File: src/sv/csme_pkg.sv
// ----------------------------------------------------------------------------
// csme_pkg: shared types and constants for the CSR sparse matrix engine
// Operation codes, store geometry and Q16.16 helpers.
// ----------------------------------------------------------------------------
package csme_pkg;

  localparam int MaxRows     = 256;
  localparam int MaxNonzeros = 4096;
  localparam int RowW        = $clog2(MaxRows);
  localparam int SlotW       = $clog2(MaxNonzeros);

  localparam logic [3:0] OP_ROW_START = 4'd0;
  localparam logic [3:0] OP_ENTRY     = 4'd1;
  localparam logic [3:0] OP_X         = 4'd2;
  localparam logic [3:0] OP_RHS_WR    = 4'd3;
  localparam logic [3:0] OP_RHS_RD    = 4'd4;
  localparam logic [3:0] OP_ROW_MUL   = 4'd5;
  localparam logic [3:0] OP_LOOKUP    = 4'd6;
  localparam logic [3:0] OP_DIRICHLET = 4'd7;
  localparam logic [3:0] OP_ZERO      = 4'd8;

  localparam logic signed [31:0] Q_ONE = 32'sh0001_0000;

  typedef struct packed {
    logic        start;
    logic signed [31:0] a;
    logic signed [31:0] b;
    logic signed [31:0] acc;
  } mac_req_t;

  function automatic logic signed [31:0] sat32(input logic signed [33:0] v);
    if (v > 34'sd2147483647) begin
      return 32'sh7FFF_FFFF;
    end else if (v < -34'sd2147483648) begin
      return 32'sh8000_0000;
    end
    return v[31:0];
  endfunction

endpackage

File: src/sv/csme_mac.sv
// ----------------------------------------------------------------------------
// csme_mac: shared Q16.16 multiply-accumulate unit
// Registered 32x32 product, then floor shift, saturate and saturating add.
// Start passes through busy to done; sum is valid while done is high.
// ----------------------------------------------------------------------------
module csme_mac (
  input  logic                   clk,
  input  logic                   rst,
  input  csme_pkg::mac_req_t     req,
  output logic                   done,
  output logic signed [31:0]     sum
);
  import csme_pkg::*;

  logic signed [63:0] prod;
  logic signed [31:0] acc_q;
  logic               busy;
  logic signed [47:0] shifted;
  logic signed [31:0] qv;

  always_ff @(posedge clk) begin
    prod  <= 64'(req.a) * 64'(req.b);
    acc_q <= req.acc;
    if (rst) begin
      busy <= 1'b0;
      done <= 1'b0;
    end else begin
      busy <= req.start;
      done <= busy;
    end
  end

  always_comb begin
    shifted = prod[63:16];
    if (shifted > 48'sd2147483647) begin
      qv = 32'sh7FFF_FFFF;
    end else if (shifted < -48'sd2147483648) begin
      qv = 32'sh8000_0000;
    end else begin
      qv = shifted[31:0];
    end
  end

  always_ff @(posedge clk) begin
    sum <= sat32(34'(acc_q) + 34'(qv));
  end
endmodule

File: config.mk
export PLATFORM = sky130hd
export DESIGN_NAME = csme_mac
export DESIGN_NICKNAME = d
export VERILOG_FILES = /design/src/sv/csme_pkg.sv /design/src/sv/csme_mac.sv
export SDC_FILE = /design/constraint.sdc
export NUM_CORES = 2
export LEC_CHECK = 0
export BUFFER_PORTS_ARGS = -buffer_cell sky130_fd_sc_hd__buf_2
export CAP_MARGIN = 25
export CORE_MARGIN = 2
export CORE_UTILIZATION = 60
export DETAILED_ROUTE_END_ITERATION = 12
export PLACE_DENSITY = 0.75
export SYNTH_ARGS = -nofsm -noshare
export SYNTH_HDL_FRONTEND = slang
export SYNTH_SLANG_ARGS = --single-unit
File: constraint.sdc
create_clock -name clk -period 11.96 [get_ports clk]
set_clock_uncertainty 0.05 [all_clocks]
set_input_delay 1.794 -clock clk [delete_from_list [all_inputs] [get_ports clk]]
set_output_delay 1.794 -clock clk [all_outputs]
set_load 0.005 [all_outputs]
## Word level (Yosys, flattened, before mapping)

Index checks and enable logic that the tools add are counted.
W data, S select, Z words.

- Add/sub/neg operators: 1
- Muxes and demuxes: 7
- Multipliers: 1
- Order comparisons: 4

Operator list:

| operator | number |
|---|---|
| $mux W32 | 5 |
| $mul A32 B32 Y64 | 1 |
| $gt A48 B32 Y1 const B | 1 |
| $lt A48 B32 Y1 const B | 1 |
| $add A32 B32 Y33 | 1 |
| $gt A33 B32 Y1 const B | 1 |
| $lt A33 B32 Y1 const B | 1 |
| $mux W1 | 2 |

- Bits in registers: 130
- Output and inout port bits: 33

## Logic depth before layout (Yosys ltp)

- Depth after elaboration: 8
- Mapped depth: 30
- Mapped depth without buffers: 28

## Worst setup path after synthesis

Ideal clock, no wire load.

- Path type: input port to flip-flop
- From: in req[95] in the netlist's numbering
- To: reg prod[57]
- Setup time: 0.072 ns
- Path slack: 3.076 ns
- Arrival time: 8.762 ns
- Buffers on the path: 1
- Cell stages on the path: 25
- Path through: clkbuf_1 -> nand2_1 -> inv_1 -> fa_1 -> fa_1 -> inv_1 -> fa_1 -> inv_1 -> fa_1 -> inv_1 -> fa_1 -> inv_1 -> fa_1 -> fa_1 -> fa_1 -> ha_1 -> a21o_1 -> a21o_1 -> a21oi_1 -> o21ai_0 -> inv_1 -> o31ai_4 -> a221o_1 -> a21oi_1 -> xnor2_1

- Cells in the longest elaborated chain, start to end: 1

RTL lines:

| item | RTL line | text |
|---|---|---|
| start: declaration | csme_mac.sv:9 | `input csme_pkg::mac_req_t req,` |
| $mul A32 B32 Y64 | csme_mac.sv:22 | `prod <= 64'(req.a) * 64'(req.b);` |
| end signal: assignment | csme_mac.sv:22 |  |
| end: declaration | csme_mac.sv:15 | `logic signed [63:0] prod;` |

No other way between the ends.
A chain may end at the register's enable or synchronous reset.

## Worst setup path after layout

- From: in req[80] in the netlist's numbering
- To: reg prod[60]

Same word-level chain as after synthesis.

==> flow_metrics.tcl <==
set metrics [dict create \
    status "finished clean" \
    final.setup.worst_slack_ns 2.01 \
    ant_nets 0 \
    grt_overflow_total 0 \
    area_delta_synth_final_pct 4.33 \
    firstDrtPassIters 6 \
    num_rows 94 \
    maxSlewHeadroom 0.286 \
    final.setup.tns_ns 0 \
    nNetsFinal 5554 \
    die_x_um 262 \
    cp_max_fo 32 \
    grt_pass1_wl_um 168000 \
    worstSetupPathType "input port to flop" \
    grt_usage 0.324 \
    num_vias 27986 \
    syn_area_mm2 0.0399 \
    cts_htree_levels 4 \
    hold_depth 1 \
    period_share 0.832 \
    pin_count 132 \
    async_flop_share 0 \
    drv_cap 0 \
    ys.flop_type "dfxtp_1" \
    final_cell_mix "fa_1 (1082), inv_1 (992), nand2_1 (539), and2_1 (507), ha_1 (212)" \
    worstSetupStartpointType "input port" \
    finalMaxSlewViolations 0 \
    synthSimpleGateAreaFrac 0.151 \
    ys_ff_latch 114 \
    synth.distinct_cells 70 \
    clk_pin_slew_ns 0.06 \
    cts_hold_buf 0 \
    clock_path_buffers 2 \
    synthCells 4204 \
    place.gp.congestion 0.926 \
    rsz0062_at_grt "no" \
    cts_root_buf "clkbuf_16" \
    synth.mux.area_fraction 0.000627 \
    worst_pin_slew_ns 1.07 \
    dp_hpwl_um 83000 \
    grt_pass1_vias 31520 \
    yosys_warnings 0 \
    synth.net_count 5597 \
    clock_latency_ns 0.42 \
    nFillCells 5488 \
    die-area_mm2 0.0686 \
    cts.repair.resized 0 \
    synth_enable_flop_cells 0 \
    portBuffers 131 \
    die_y_um 262 \
    routed_wl_um 103000 \
    post_cts_buffers 0 \
    numCtsBuffers 17 \
    yosys.area_share.adder 0.609 \
    drt_iter0_drc 1753 \
    drive_above_1_share 0.0489 \
    syn_avg_cell_area_um2 9.50 \
    hold_path.class "flop to flop" \
    reg2regPathDepth 17 \
    core_mm2 0.0659 \
    period_minus_slack_ns 9.95 \
    drc 0 \
    cts.sinks 114 \
    wl_per_cell_um 20.5 \
    synth_top_family_by_area "adder cells" \
    setup_viol 0 \
    initial_core_util 0.606 \
    final_common_cell "fa_1" \
    pre_cts_ws_ns 1.58 \
    fmax_mhz 100 \
    hold_viol_final 0 \
    cp.required_ns 12.26 \
    end_kind "flop" \
    synth_xor_area_frac 0.0189 \
    grt_antenna_before_repair 6 \
    grt_max_degree 33 \
    viasPerCell 5.55 \
    synth_compound_area_frac 0.0500 \
    ys_seq_area_frac 0.0571 \
    cts_tree "done" \
    cp.arrival_ns 10.25 \
]
==> worst max-delay path, stage by stage <==
cell	delay (ns)
buf_2	0.57
nand2_1	0.19
fa_1	0.58
inv_1	0.06
fa_1	0.49
inv_1	0.07
fa_1	0.53
inv_1	0.05
fa_1	0.50
inv_1	0.06
fa_1	0.55
fa_1	0.45
fa_1	0.46
fa_1	0.49
inv_1	0.06
ha_1	0.38
nand3_1	0.16
or4_1	0.64
o41ai_1	0.76
nor2_2	0.28
o21ai_4	0.31
a31oi_4	0.16
a2bb2oi_1	0.20
o41ai_2	0.24
xor2_1	0.19
==> synth_stat cells (all sizes together) (2+ instances only) <==
master | n | area share
fa | 1082 | 0.54
inv | 992 | 0.093
nand2 | 539 | 0.051
and2 | 507 | 0.079
ha | 212 | 0.066
clkbuf | 205 | 0.019
dfxtp | 114 | 0.057
a21oi | 96 | 0.012
a21o | 76 | 0.014
nor2 | 61 | 0.0058
xnor2 | 46 | 0.010
xor2 | 40 | 0.0088
o21ai | 39 | 0.0052
nand3 | 24 | 0.0031
nand4 | 16 | 0.0025
o21a | 14 | 0.0026
nand2b | 13 | 0.0020
nor2b | 10 | 0.0016
buf | 9 | 0.0011
nor3 | 9 | 0.0011
a31oi | 8 | 0.0018
and3 | 8 | 0.0013
o21bai | 8 | 0.0015
o31ai | 7 | 0.0018
a211oi | 6 | 0.0011
a21boi | 6 | 0.0011
nor4 | 5 | 0.00078
or3 | 5 | 0.00078
a221oi | 4 | 0.0010
o211ai | 4 | 0.00075
o41ai | 4 | 0.0011
a31o | 3 | 0.00066
a2111oi | 2 | 0.00060
a211o | 2 | 0.00044
a221o | 2 | 0.00050
and4 | 2 | 0.00044
nand3b | 2 | 0.00038
o311ai | 2 | 0.00044
o31a | 2 | 0.00044
or2 | 2 | 0.00031
==> final timing paths <==
path	endpoint	from	slack (ns)
setup / recovery	prod[60]$_DFF_P_	req[80]	2.01
hold reg to reg	done$_SDFF_PP0_	busy$_SDFF_PP0_	0.39
setup reg to reg	sum[29]$_DFF_P_	prod[50]$_DFF_P_	6.93
hold / removal	done$_SDFF_PP0_	busy$_SDFF_PP0_	0.39
==> stage by stage <==
stage,area (um^2),util,hold WS [ns],instances
final,41700,0.633,0.386,5042
after floorplan,39900,-,0.364,4204
after detailed placement,41000,0.623,0.378,5006
after global placement,41000,0.623,0.390,5006
after global routing,41700,0.633,0.414,5040
after CTS,41700,0.633,0.392,5038
==> flip-flops by register name, indices dropped and copies added (netlist names) <==
register,count
sum,32
prod,48
busy,1
done,1
acc_q,32
==> kinds of logic (layout without fill, tap and decap cells) <==
logic type,count (synthesis),in the layout
buf+inv,1206,1176
mux,2,2
compound gates,295,295
simple gates,1207,1207
other cells,0,4
fa+ha+maj,1294,1294
flops,114,114
xor+xnor,86,86
==> layout make-up <==
| type | instances | area [um^2] | area share |
|---|---|---|---|
| timing repair buffer | 152 | 813 | 0.0195 |
| tap | 864 | 1080 | 0.0259 |
| clock inverter | 15 | 199 | 0.00477 |
| sequential | 114 | 2280 | 0.0548 |
| multi-input combinational | 2884 | 33100 | 0.795 |
| inverter | 992 | 3720 | 0.0894 |
| antenna | 4 | 10.0 | 0.000240 |
| clock buffer | 17 | 425 | 0.0102 |
==> metal layers <==
metal | global-route usage | routed length [um] | vias to the layer above | part of all wire
met5 | 0 | 0 | - | 0
met4 | 0.159 | 5800 | 0 | 0.056
met3 | 0.0435 | 6990 | 309 | 0.068
met2 | 0.556 | 51000 | 1109 | 0.49
met1 | 0.407 | 39400 | 14502 | 0.38
li1 | - | - | 12066 | -
Power is left out: the tool's default activity adds up to more than one toggle a clock period on the data nets, which glitch-free logic cannot reach.
